===== config.mk =====
export PLATFORM = sky130hd
export DESIGN_NAME = tty_line_discipline
export DESIGN_NICKNAME = d
export VERILOG_FILES = /design/src/rtl/core/tld_pkg.sv /design/src/rtl/core/tld_ring.sv /design/src/rtl/core/tld_line.sv /design/src/rtl/core/tty_line_discipline.sv
export SDC_FILE = /design/constraint.sdc
export NUM_CORES = 2
export LEC_CHECK = 0
export ABC_AREA = 1
export ABC_CLOCK_PERIOD_IN_PS = 4250
export BUFFER_PORTS_ARGS = -buffer_cell sky130_fd_sc_hd__buf_2
export CORE_MARGIN = 2
export CORE_UTILIZATION = 30
export DETAILED_ROUTE_END_ITERATION = 16
export PLACE_DENSITY = 0.47
export SLEW_MARGIN = 20
export SYNTH_ARGS = -nofsm -noshare
export SYNTH_HDL_FRONTEND = slang
export SYNTH_HIERARCHICAL = 1
export SYNTH_SLANG_ARGS = --single-unit

===== constraint.sdc =====
create_clock -name clk -period 4.25 [get_ports clk]
set_clock_uncertainty 0.05 [all_clocks]
set_input_delay 0.2125 -clock clk [delete_from_list [all_inputs] [get_ports clk]]
set_output_delay 0.2125 -clock clk [all_outputs]
set_load 0.005 [all_outputs]

===== src/rtl/core/tld_pkg.sv =====
// Shared types and constants for the tty line discipline block.
// Used by tld_ring, tld_line, tty_line_discipline and the testbench.
package tld_pkg;

	localparam int RING_DEPTH_DEF = 256;

	localparam int ACT_W   = 2;
	localparam int BYTE_W  = 8;
	localparam int CNT16_W = 16;
	localparam int FILL_W  = 9;

	localparam logic [ACT_W-1:0] ACT_PUSH = 2'd0;
	localparam logic [ACT_W-1:0] ACT_ARM  = 2'd1;
	localparam logic [ACT_W-1:0] ACT_POP  = 2'd2;

	localparam logic [BYTE_W-1:0] CH_SPACE = 8'h20;
	localparam logic [BYTE_W-1:0] CH_TILDE = 8'h7E;
	localparam logic [BYTE_W-1:0] CH_BS    = 8'h08;
	localparam logic [BYTE_W-1:0] CH_NL    = 8'h0A;

	localparam logic [CNT16_W-1:0] CNT16_MAX = 16'hFFFF;

	typedef struct packed {
		logic                valid;
		logic [ACT_W-1:0]    action;
		logic                dropped;
		logic                popped;
		logic [CNT16_W-1:0]  request_count;
		logic [FILL_W-1:0]   fill_level;
	} s1_t;

	typedef struct packed {
		logic                push_dropped;
		logic                popped_valid;
		logic                echo_valid;
		logic [BYTE_W-1:0]   echo_char;
		logic                echo_newline;
		logic                store_valid;
		logic [CNT16_W-1:0]  store_offset;
		logic [BYTE_W-1:0]   store_byte;
		logic                done_res;
		logic [CNT16_W-1:0]  done_count;
		logic [FILL_W-1:0]   fill_level;
	} res_t;

endpackage


===== src/rtl/core/tld_ring.sv =====
// Key ring: byte memory with registered read port, pointers and fill count.
// Feeds stage 1 (tld_pkg::s1_t plus read byte) to tld_line.
module tld_ring #(
	parameter int RING_DEPTH = tld_pkg::RING_DEPTH_DEF
) (
	input  logic                          clk,
	input  logic                          arst_n,
	input  logic                          accept,
	input  logic                          advance,
	input  logic [tld_pkg::ACT_W-1:0]     action,
	input  logic [tld_pkg::BYTE_W-1:0]    key_code,
	input  logic [tld_pkg::CNT16_W-1:0]   request_count,
	output tld_pkg::s1_t                  s1,
	output logic [tld_pkg::BYTE_W-1:0]    rd_byte
);
	import tld_pkg::*;

	localparam int PTR_W = (RING_DEPTH > 1) ? $clog2(RING_DEPTH) : 1;
	localparam int CNT_W = $clog2(RING_DEPTH + 1);
	localparam logic [PTR_W-1:0] PTR_LAST = PTR_W'(RING_DEPTH - 1);
	localparam logic [CNT_W-1:0] CNT_FULL = CNT_W'(RING_DEPTH);

	logic [BYTE_W-1:0] mem [RING_DEPTH];
	logic [BYTE_W-1:0] rd_byte_s1;

	logic [PTR_W-1:0] wp_q, rp_q;
	logic [CNT_W-1:0] held_q, held_nxt;
	logic             full, empty, do_wr, do_rd;
	s1_t              s1_q;

	assign full     = (held_q == CNT_FULL);
	assign empty    = (held_q == '0);
	assign do_wr    = accept && (action == ACT_PUSH) && !full;
	assign do_rd    = accept && (action == ACT_POP) && !empty;

	always_comb begin
		held_nxt = held_q;
		if (do_wr) begin
			held_nxt = held_q + CNT_W'(1);
		end else if (do_rd) begin
			held_nxt = held_q - CNT_W'(1);
		end
	end

	always_ff @(posedge clk) begin
		if (do_wr) begin
			mem[wp_q] <= key_code;
		end
		if (do_rd) begin
			rd_byte_s1 <= mem[rp_q];
		end
	end

	always_ff @(posedge clk or negedge arst_n) begin
		if (!arst_n) begin
			wp_q   <= '0;
			rp_q   <= '0;
			held_q <= '0;
		end else begin
			if (do_wr) begin
				wp_q <= (wp_q == PTR_LAST) ? '0 : wp_q + PTR_W'(1);
			end
			if (do_rd) begin
				rp_q <= (rp_q == PTR_LAST) ? '0 : rp_q + PTR_W'(1);
			end
			held_q <= held_nxt;
		end
	end

	always_ff @(posedge clk or negedge arst_n) begin
		if (!arst_n) begin
			s1_q <= '0;
		end else if (accept) begin
			s1_q.valid         <= 1'b1;
			s1_q.action        <= action;
			s1_q.dropped       <= (action == ACT_PUSH) && full;
			s1_q.popped        <= (action == ACT_POP) && !empty;
			s1_q.request_count <= request_count;
			s1_q.fill_level    <= FILL_W'(held_nxt);
		end else if (advance) begin
			s1_q.valid <= 1'b0;
		end
	end

	assign s1      = s1_q;
	assign rd_byte = rd_byte_s1;

endmodule


===== src/rtl/core/tld_line.sv =====
// Line discipline stage: request counters, echo/store/done decode, output register.
// Consumes tld_pkg::s1_t and the ring read byte from tld_ring.
module tld_line (
	input  logic                          clk,
	input  logic                          arst_n,
	input  tld_pkg::s1_t                  s1,
	input  logic [tld_pkg::BYTE_W-1:0]    rd_byte,
	input  logic                          out_ready,
	output logic                          advance,
	output logic                          out_valid,
	output tld_pkg::res_t                 res
);
	import tld_pkg::*;

	logic [CNT16_W-1:0] rem_q, xfer_q, rem_nxt, xfer_nxt, rem_mid, xfer_mid;
	logic               out_valid_q, printable, active;
	res_t               res_q, res_nxt;

	assign advance   = s1.valid && (!out_valid_q || out_ready);
	assign printable = (rd_byte >= CH_SPACE) && (rd_byte <= CH_TILDE);
	assign active    = s1.popped && (rem_q != '0);

	always_comb begin
		res_nxt              = '0;
		res_nxt.push_dropped = s1.dropped;
		res_nxt.popped_valid = s1.popped;
		res_nxt.fill_level   = s1.fill_level;
		rem_mid  = rem_q;
		xfer_mid = xfer_q;
		rem_nxt  = rem_q;
		xfer_nxt = xfer_q;
		if (s1.action == ACT_ARM) begin
			rem_nxt  = s1.request_count;
			xfer_nxt = '0;
		end else if (active) begin
			if (printable) begin
				res_nxt.echo_valid   = 1'b1;
				res_nxt.echo_char    = rd_byte;
				res_nxt.store_valid  = 1'b1;
				res_nxt.store_offset = xfer_q;
				res_nxt.store_byte   = rd_byte;
				xfer_mid = (xfer_q < CNT16_MAX) ? xfer_q + 16'd1 : xfer_q;
				rem_mid  = rem_q - 16'd1;
			end else if ((rd_byte == CH_BS) && (xfer_q != '0)) begin
				res_nxt.echo_valid = 1'b1;
				res_nxt.echo_char  = rd_byte;
				xfer_mid = xfer_q - 16'd1;
				rem_mid  = (rem_q < CNT16_MAX) ? rem_q + 16'd1 : rem_q;
			end
			xfer_nxt = xfer_mid;
			rem_nxt  = rem_mid;
			if ((rd_byte == CH_NL) || (rem_mid == '0)) begin
				res_nxt.echo_newline = 1'b1;
				res_nxt.done_res     = 1'b1;
				res_nxt.done_count   = xfer_mid;
				rem_nxt              = '0;
			end
		end
	end

	always_ff @(posedge clk or negedge arst_n) begin
		if (!arst_n) begin
			rem_q       <= '0;
			xfer_q      <= '0;
			out_valid_q <= 1'b0;
		end else begin
			if (advance) begin
				rem_q       <= rem_nxt;
				xfer_q      <= xfer_nxt;
				out_valid_q <= 1'b1;
			end else if (out_ready) begin
				out_valid_q <= 1'b0;
			end
		end
	end

	always_ff @(posedge clk) begin
		if (advance) begin
			res_q <= res_nxt;
		end
	end

	assign out_valid = out_valid_q;
	assign res       = res_q;

endmodule


===== src/rtl/core/tty_line_discipline.sv =====
// Keyboard ring buffer with canonical line discipline, top level.
// An input transaction is registered in the ring read stage, then in the line stage output register.
// Throughput: one transaction per cycle while m_axis_tready does not stall the output; the ring
// memory's single read and write port and the one-item-per-cycle line counter update set this rate.
// Reset: pointers, fill count, request counters and valid flags clear at once;
// ring contents are not cleared and are never read before written.
module tty_line_discipline #(
	parameter int RING_DEPTH = tld_pkg::RING_DEPTH_DEF
) (
	input  logic        clk,
	input  logic        arst_n,
	input  logic        s_axis_tvalid,
	output logic        s_axis_tready,
	input  logic [23:0] s_axis_tdata,   // key_code[7:0], request_count[23:8]
	input  logic [1:0]  s_axis_tuser,   // action[1:0]
	output logic        m_axis_tvalid,
	input  logic        m_axis_tready,
	output logic [63:0] m_axis_tdata    // push_dropped[0], popped_valid[1], echo_valid[2],
	                                    // echo_char[10:3], echo_newline[11], store_valid[12],
	                                    // store_offset[28:13], store_byte[36:29],
	                                    // done_res[37], done_count[53:38], fill_level[62:54]
);
	import tld_pkg::*;

	logic              accept, advance;
	s1_t               s1;
	logic [BYTE_W-1:0] rd_byte;
	res_t              res;

	assign s_axis_tready = !s1.valid || advance;
	assign accept        = s_axis_tvalid && s_axis_tready;

	tld_ring #(
		.RING_DEPTH(RING_DEPTH)
	) u_ring (
		.clk           (clk),
		.arst_n        (arst_n),
		.accept        (accept),
		.advance       (advance),
		.action        (s_axis_tuser),
		.key_code      (s_axis_tdata[7:0]),
		.request_count (s_axis_tdata[23:8]),
		.s1            (s1),
		.rd_byte       (rd_byte)
	);

	tld_line u_line (
		.clk       (clk),
		.arst_n    (arst_n),
		.s1        (s1),
		.rd_byte   (rd_byte),
		.out_ready (m_axis_tready),
		.advance   (advance),
		.out_valid (m_axis_tvalid),
		.res       (res)
	);

	assign m_axis_tdata = {1'b0, res.fill_level, res.done_count, res.done_res,
		res.store_byte, res.store_offset, res.store_valid, res.echo_newline,
		res.echo_char, res.echo_valid, res.popped_valid, res.push_dropped};

endmodule


### Yosys cells after proc, flatten, opt, wreduce, memory -nomap -nowiden

Memory sizes are Yosys's and may differ from the RTL's. A register that Yosys moved wholly into a read port is not among the register bits.
Cells that the tools add are included.

| operators by class | value |
|---|---|
| multipliers | 0 |
| divide/modulo/power cells | 0 |
| multiplexer cells | 28 |
| equality and inequality tests | 7 |
| $add $sub $neg | 8 |
| $lt $le $gt $ge | 4 |
| reduce and logical (&&, ||, !) cells | 30 |
| bitwise operators | 3 |
| shift operators | 0 |

Operators by type and width:

| cell | count |
|---|---|
| $mux 16 | 13 |
| $mux 9 | 4 |
| $add 16x1->16 const B | 2 |
| $lt 16x16->1 const B | 2 |
| $reduce_bool 16->1 | 2 |
| $sub 16x1->16 const B | 2 |
| $mux 25 | 1 |
| $mux 17 | 1 |
| $add 8x1->8 const B | 2 |
| $eq 8x4->1 const B | 2 |
| $eq 8x8->1 const B | 2 |
| $logic_not 16->1 | 1 |
| $mux 8 | 2 |
| $logic_and 1x1->1 | 11 |
| $add 9x1->9 const B | 1 |
| $eq 9x9->1 const B | 1 |
| $logic_not 9->1 | 1 |
| $sub 9x1->9 const B | 1 |
| $ge 8x6->1 const B | 1 |
| $le 8x7->1 const B | 1 |
| $mux 1 | 7 |
| $reduce_bool 2->1 | 3 |
| $reduce_or 3->1 | 2 |
| $logic_not 1->1 | 4 |
| other kinds (7) | 11 |

| storage, ports and cells | value |
|---|---|
| latch bits | 0 |
| RAM bits | 2,048 |
| bits of input ports | 30 |
| register bits | 151 |
| output and inout port bits | 66 |
| memories kept | 1 |
| memory bits (read-only) | 0 |

Memories:

| memory | words | width | read ports | clocked after memory_dff | write ports | RTL line | text |
|---|---|---|---|---|---|---|---|
| u_ring.mem | 256 | 8 | 1 | 1 | 1 | tld_ring.sv:23 | `logic [BYTE_W-1:0] mem [RING_DEPTH];` |

### Depth between registers and ports, before layout

| depth | value |
|---|---|
| word-level depth | 11 |
| gate-level depth with buffers | 20 |
| depth with buffers taken out | 18 |

### Modules after synthesis

The synthesis kept the hierarchy.

By module, submodules not included:

| module | times used | area each (µm²) | cells each | sequential area each (µm²) |
|---|---|---|---|---|
| tld_ring | 1 | 87,562.7 | 7,876 | 63,115.5 |
| tld_line | 1 | 5,740.5 | 721 | 2,687.6 |
| tty_line_discipline | 1 | 31.3 | 6 | 0.0 |

### Worst setup path before layout

OpenSTA, ideal clock, no wires.

| timing | value |
|---|---|
| path kind | flip-flop to flip-flop |
| from | register u_line.out_valid_q, in the netlist u_line/out_valid |
| to | memory u_ring.mem[191][0], enable pin |
| required time | 3.805 ns |
| data arrival time | 3.806 ns |
| period minus slack after synthesis | 4.251 ns |
| buffers on the path | 1 |
| cell stages (with the launch flop) | 13 |
| setup slack | -0.001 ns |
| path through | dfrtp_1 nand2_1 nand2_1 inv_1 inv_1 a21oi_2 inv_2 nor2_1 nand2_1 a21oi_2 inv_1 buf_2 nor4_1 |

| on the way | value |
|---|---|
| cells in the longest elaborated chain, start to end | 9 |

Ends and longest elaborated chain:

| what | RTL line | text |
|---|---|---|
| start, declared | tld_line.sv:16 | `logic out_valid_q, printable, active;` |
| start signal, assigned | tld_line.sv:65 | `out_valid_q <= 1'b0;` |
| start signal, assigned | tld_line.sv:70 | `out_valid_q <= 1'b1;` |
| start signal, assigned | tld_line.sv:72 | `out_valid_q <= 1'b0;` |
| $logic_not 1->1 | tld_line.sv:19 | `assign advance = s1.valid && (!out_valid_q \|\| out_ready);` |
| $logic_or 1x1->1 | tld_line.sv:19 |  |
| $logic_and 1x1->1 | tld_line.sv:19 |  |
| named net advance | tty_line_discipline.sv:25 | `logic accept, advance;` |
| $logic_or 1x1->1 | tty_line_discipline.sv:30 | `assign s_axis_tready = !s1.valid \|\| advance;` |
| $logic_and 1x1->1 | tty_line_discipline.sv:31 | `assign accept = s_axis_tvalid && s_axis_tready;` |
| named net accept | tty_line_discipline.sv:25 |  |
| $logic_and 1x1->1 (2 in series) | tld_ring.sv:33 | `assign do_wr = accept && (action == ACT_PUSH) && !full;` |
| $mux 1 | tld_ring.sv:46 | `if (do_wr) begin` |
| $mux 1 (implied by the code) | tld_ring.sv:47 | `mem[wp_q] <= key_code;` |
| end, declared | tld_ring.sv:23 |  |

The timed path passes the listed nets, and every way through them passes these cells.

### Worst setup path after layout

| timing | value |
|---|---|
| from | register u_line.out_valid_q, in the netlist u_line/out_valid |
| to | memory u_ring.mem[47][5], enable pin |

The elaborated chain is that of the path after synthesis.

==> flow_summary.toml <==
[outcome]
outcome = "completed"

[floorplanning]
die_area_um2 = 316000
pin_count = 96
die_x_um = 562
start_util_pct = 30.2
row_count = 204
core-area_um2 = 309000
dieHeight_um = 562

[global_routing]
track_usage_pct = 17.4
antenna_found_initial = 6
grt_pass1_vias = 62300
grt_pass1_wl_mm = 412
grt_max_degree = 152
grt-ovfl-total = 0

[worst_setup_path]
required_ns = 4.72
end_kind = "flip-flop"
crit_slowest_cell = "nor2_1"
cp-start-kind = "flip-flop"
startpoint = "u_line/out_valid"
regToRegStartpoint = "u_line/out_valid"
reg2reg_slack_ns = 0.40
crit_arrival_ns = 4.33
critical_path_class = "reg2reg"
regToRegEndpoint = "u_ring/mem[47][5]"
critical_path.cell_chain = "nand2_1 > nand2_1 > clkinvlp_4 > inv_1 > a21oi_2 > inv_2 > nor2_1 > nand2_1 > a21oi_2 > inv_1 > nor3_1 > inv_2 > buf_4 > nor2_1"
cpPeakStageDelay_ns = 0.53
crit_end = "u_ring/mem[47][5]"
crit_fanout = 9
reg2reg_depth = 14
cp_common_cell = "nand2_1"

[clock_network]
clk_pin_slew_worst_paths_ns = 0.06
htreeDepth = 4
cts_tree = "yes"
ctsLongestPathBuffers = 3
cts_sinks = 2206
cts_resized = 0
clock_latency_ns = 0.90
cts-buffers-inserted = 235
cts_root_buffer = "clkbuf_16"
post_cts_buffers = 0
hold_buffers = 52

[synth]
ys_seq_area_share_pct = 70.5
yosysTopAreaCell = "edfxtp_1"
ys_seq_elements = 2206
synth_edf_count = 2118
synth_area_um2 = 93300
synth_warnings = 6
async_flop_share_pct = 3.99
synthCells = 8603
ys_top_cells_by_count = "2634 x nand2_1, 2118 x edfxtp_1, 1540 x nand3_1"
synth.most_common_cell = "nand2_1"
postSynthAreaPerCell_um2 = 10.8
synth_top_area_share_pct = 68.1
synth_ff_type = "edfxtp_1"
yosys-top-cells-area = "edfxtp_1 68%, nand2_1 11%, nand3_1 8.3%"
synth_cell_types = 46

[power]
power_density_nw_per_um2 = 642
irDropWorstVdd_mv = 0.637
p_leak_nw = 40.2

[sta]
hold_viol = 0
setup_ws_ns = 0.396
timing.fmax_mhz = 259
finalSetupViolCount = 0
tightest_slew_ns = 1.07
slew_headroom_pct = 28.3
drv_slew = 0
min_period_over_period_pct = 90.7
fin_crit_ns = 3.85
final.setup.tns_ns = 0
whs_ns = 0.139
rsz0062_at_grt = "no"

[finish]
finalNetCount = 8852
fin_cells = 13100
post-route-cell-area_um2 = 108000
area_growth_pct = 15.9
drive_gt1_share_pct = 9.32

[placement]
gp_congestion = 0.870
place_ws_ns = 0.417
dp_cells = 12600
place_area_um2 = 99900
portBuffers = 94
dp_hpwl_mm = 166

[detailed_routing]
ant_nets = 0
routed_wl_mm = 278
detail_route.iter0.violations = 5400
dr.pass1.iters = 7
vias_per_cell = 4.79
drc = 0
routedWlPerCell_um = 21.1
vias = 63000

[hold_path]
hold_class = "in2reg"

[job]
cap_violations = 0
[report_power, final]
| group | total (mW) | leakage (nW) | internal [mW] | switching [mW] |
|---|---|---|---|---|
| Clock | 20.6 | 3.78 | 11.9 | 8.63 |
| Sequential | 25.2 | 20.2 | 24.6 | 0.670 |
| Combinational | 23.7 | 16.3 | 6.36 | 17.3 |
[kinds of logic (layout without fill, tap and decap cells)]
logic type,count (synthesis),in the layout,synth area share [%]
buffers and inverters,1009,1417,4.48
muxes,1,1,0.0107
AOI/OAI and AO/OA,345,345,2.00
adders and majority gates,13,13,0.174
xor gates and xnor gates,37,37,0.347
other,2,7,0.00805
DFF,2206,2206,70.5
and+or+nand+nor,4990,4990,22.5
[stage by stage]
| stage | power [mW] | util [%] |
|---|---|---|
| 3_3_place_gp | 49.3 | 32.3 |
| 3_5_place_dp | 49.3 | 32.3 |
| 2_1_floorplan | 39.9 | - |
| 5_1_grt | 73.2 | 35.0 |
| 6_report | 69.5 | 35.0 |
| 4_1_cts | 70.1 | 35.0 |
[layer usage]
metal	vias up	GRT usage, %	share of wire (%)
met4	0	5.14	2.7
met1	31200	23.7	45
met3	365	2.39	5.2
met2	1705	28.6	47
li1	29700	-	-
met5	-	0	0
[final cells by class]
cell class                 instances  area [µm²]
clock inverter                   134        1460
sequential                      2206       65800
timing repair buffer             482        4230
clock buffer                     306        6270
inverter                         495        1890
tap                             4120        5150
antenna                            4        10.0
multi-input combinational       5389       23400
fill                           30600      201000
[flip-flops by register name, summed over array words and instances, names as in the netlist]
register	cells
u_line/out_valid	1
u_ring/held_q	9
u_line/rem_q	16
u_line/res	62
u_ring/rd_byte	8
u_line/xfer_q	16
u_ring/mem	2048
u_ring/rp_q	8
u_ring/s1	30
u_ring/wp_q	8
[worst min path at each step]
stage | to | from | depth (start not counted)
2_1_floorplan | u_line/out_valid | arst_n | 0
3_3_place_gp | u_ring/s1[8] | arst_n | 1
3_5_place_dp | u_ring/s1[3] | arst_n | 1
4_1_cts | u_line/out_valid | m_axis_tready | 5
5_1_grt | u_line/out_valid | m_axis_tready | 5
6_report | u_line/out_valid | m_axis_tready | 5
[cells in the final DEF, fill, tap and decap left out, drive strengths merged, types with 4 or more instances in the layout]
cell,synthesis,routed
nand2,2643,2643
edfxtp,2118,2118
nand3,1546,1546
nor2,746,746
inv,485,491
buf,274,431
clkbuf,240,306
o21ai,197,197
clkinv,10,109
dfrtp,88,88
a21oi,85,85
dlygate4sd3,0,51
xor2,35,35
o211ai,34,34
bufinv,0,25
nand4,22,22
nor3,21,21
o22ai,19,19
ha,13,13
diode,0,4
clkinvlp,0,4
nor4,4,4
[critical path: cells and delay by family (launching register included)]
kind	cells	cell delay, ns
and+or+nand+nor	6	1.36
DFF	1	0.39
buffers and inverters	6	1.18
AOI/OAI and AO/OA	2	0.51
No activity file was read; power rests on OpenSTA's default activity.
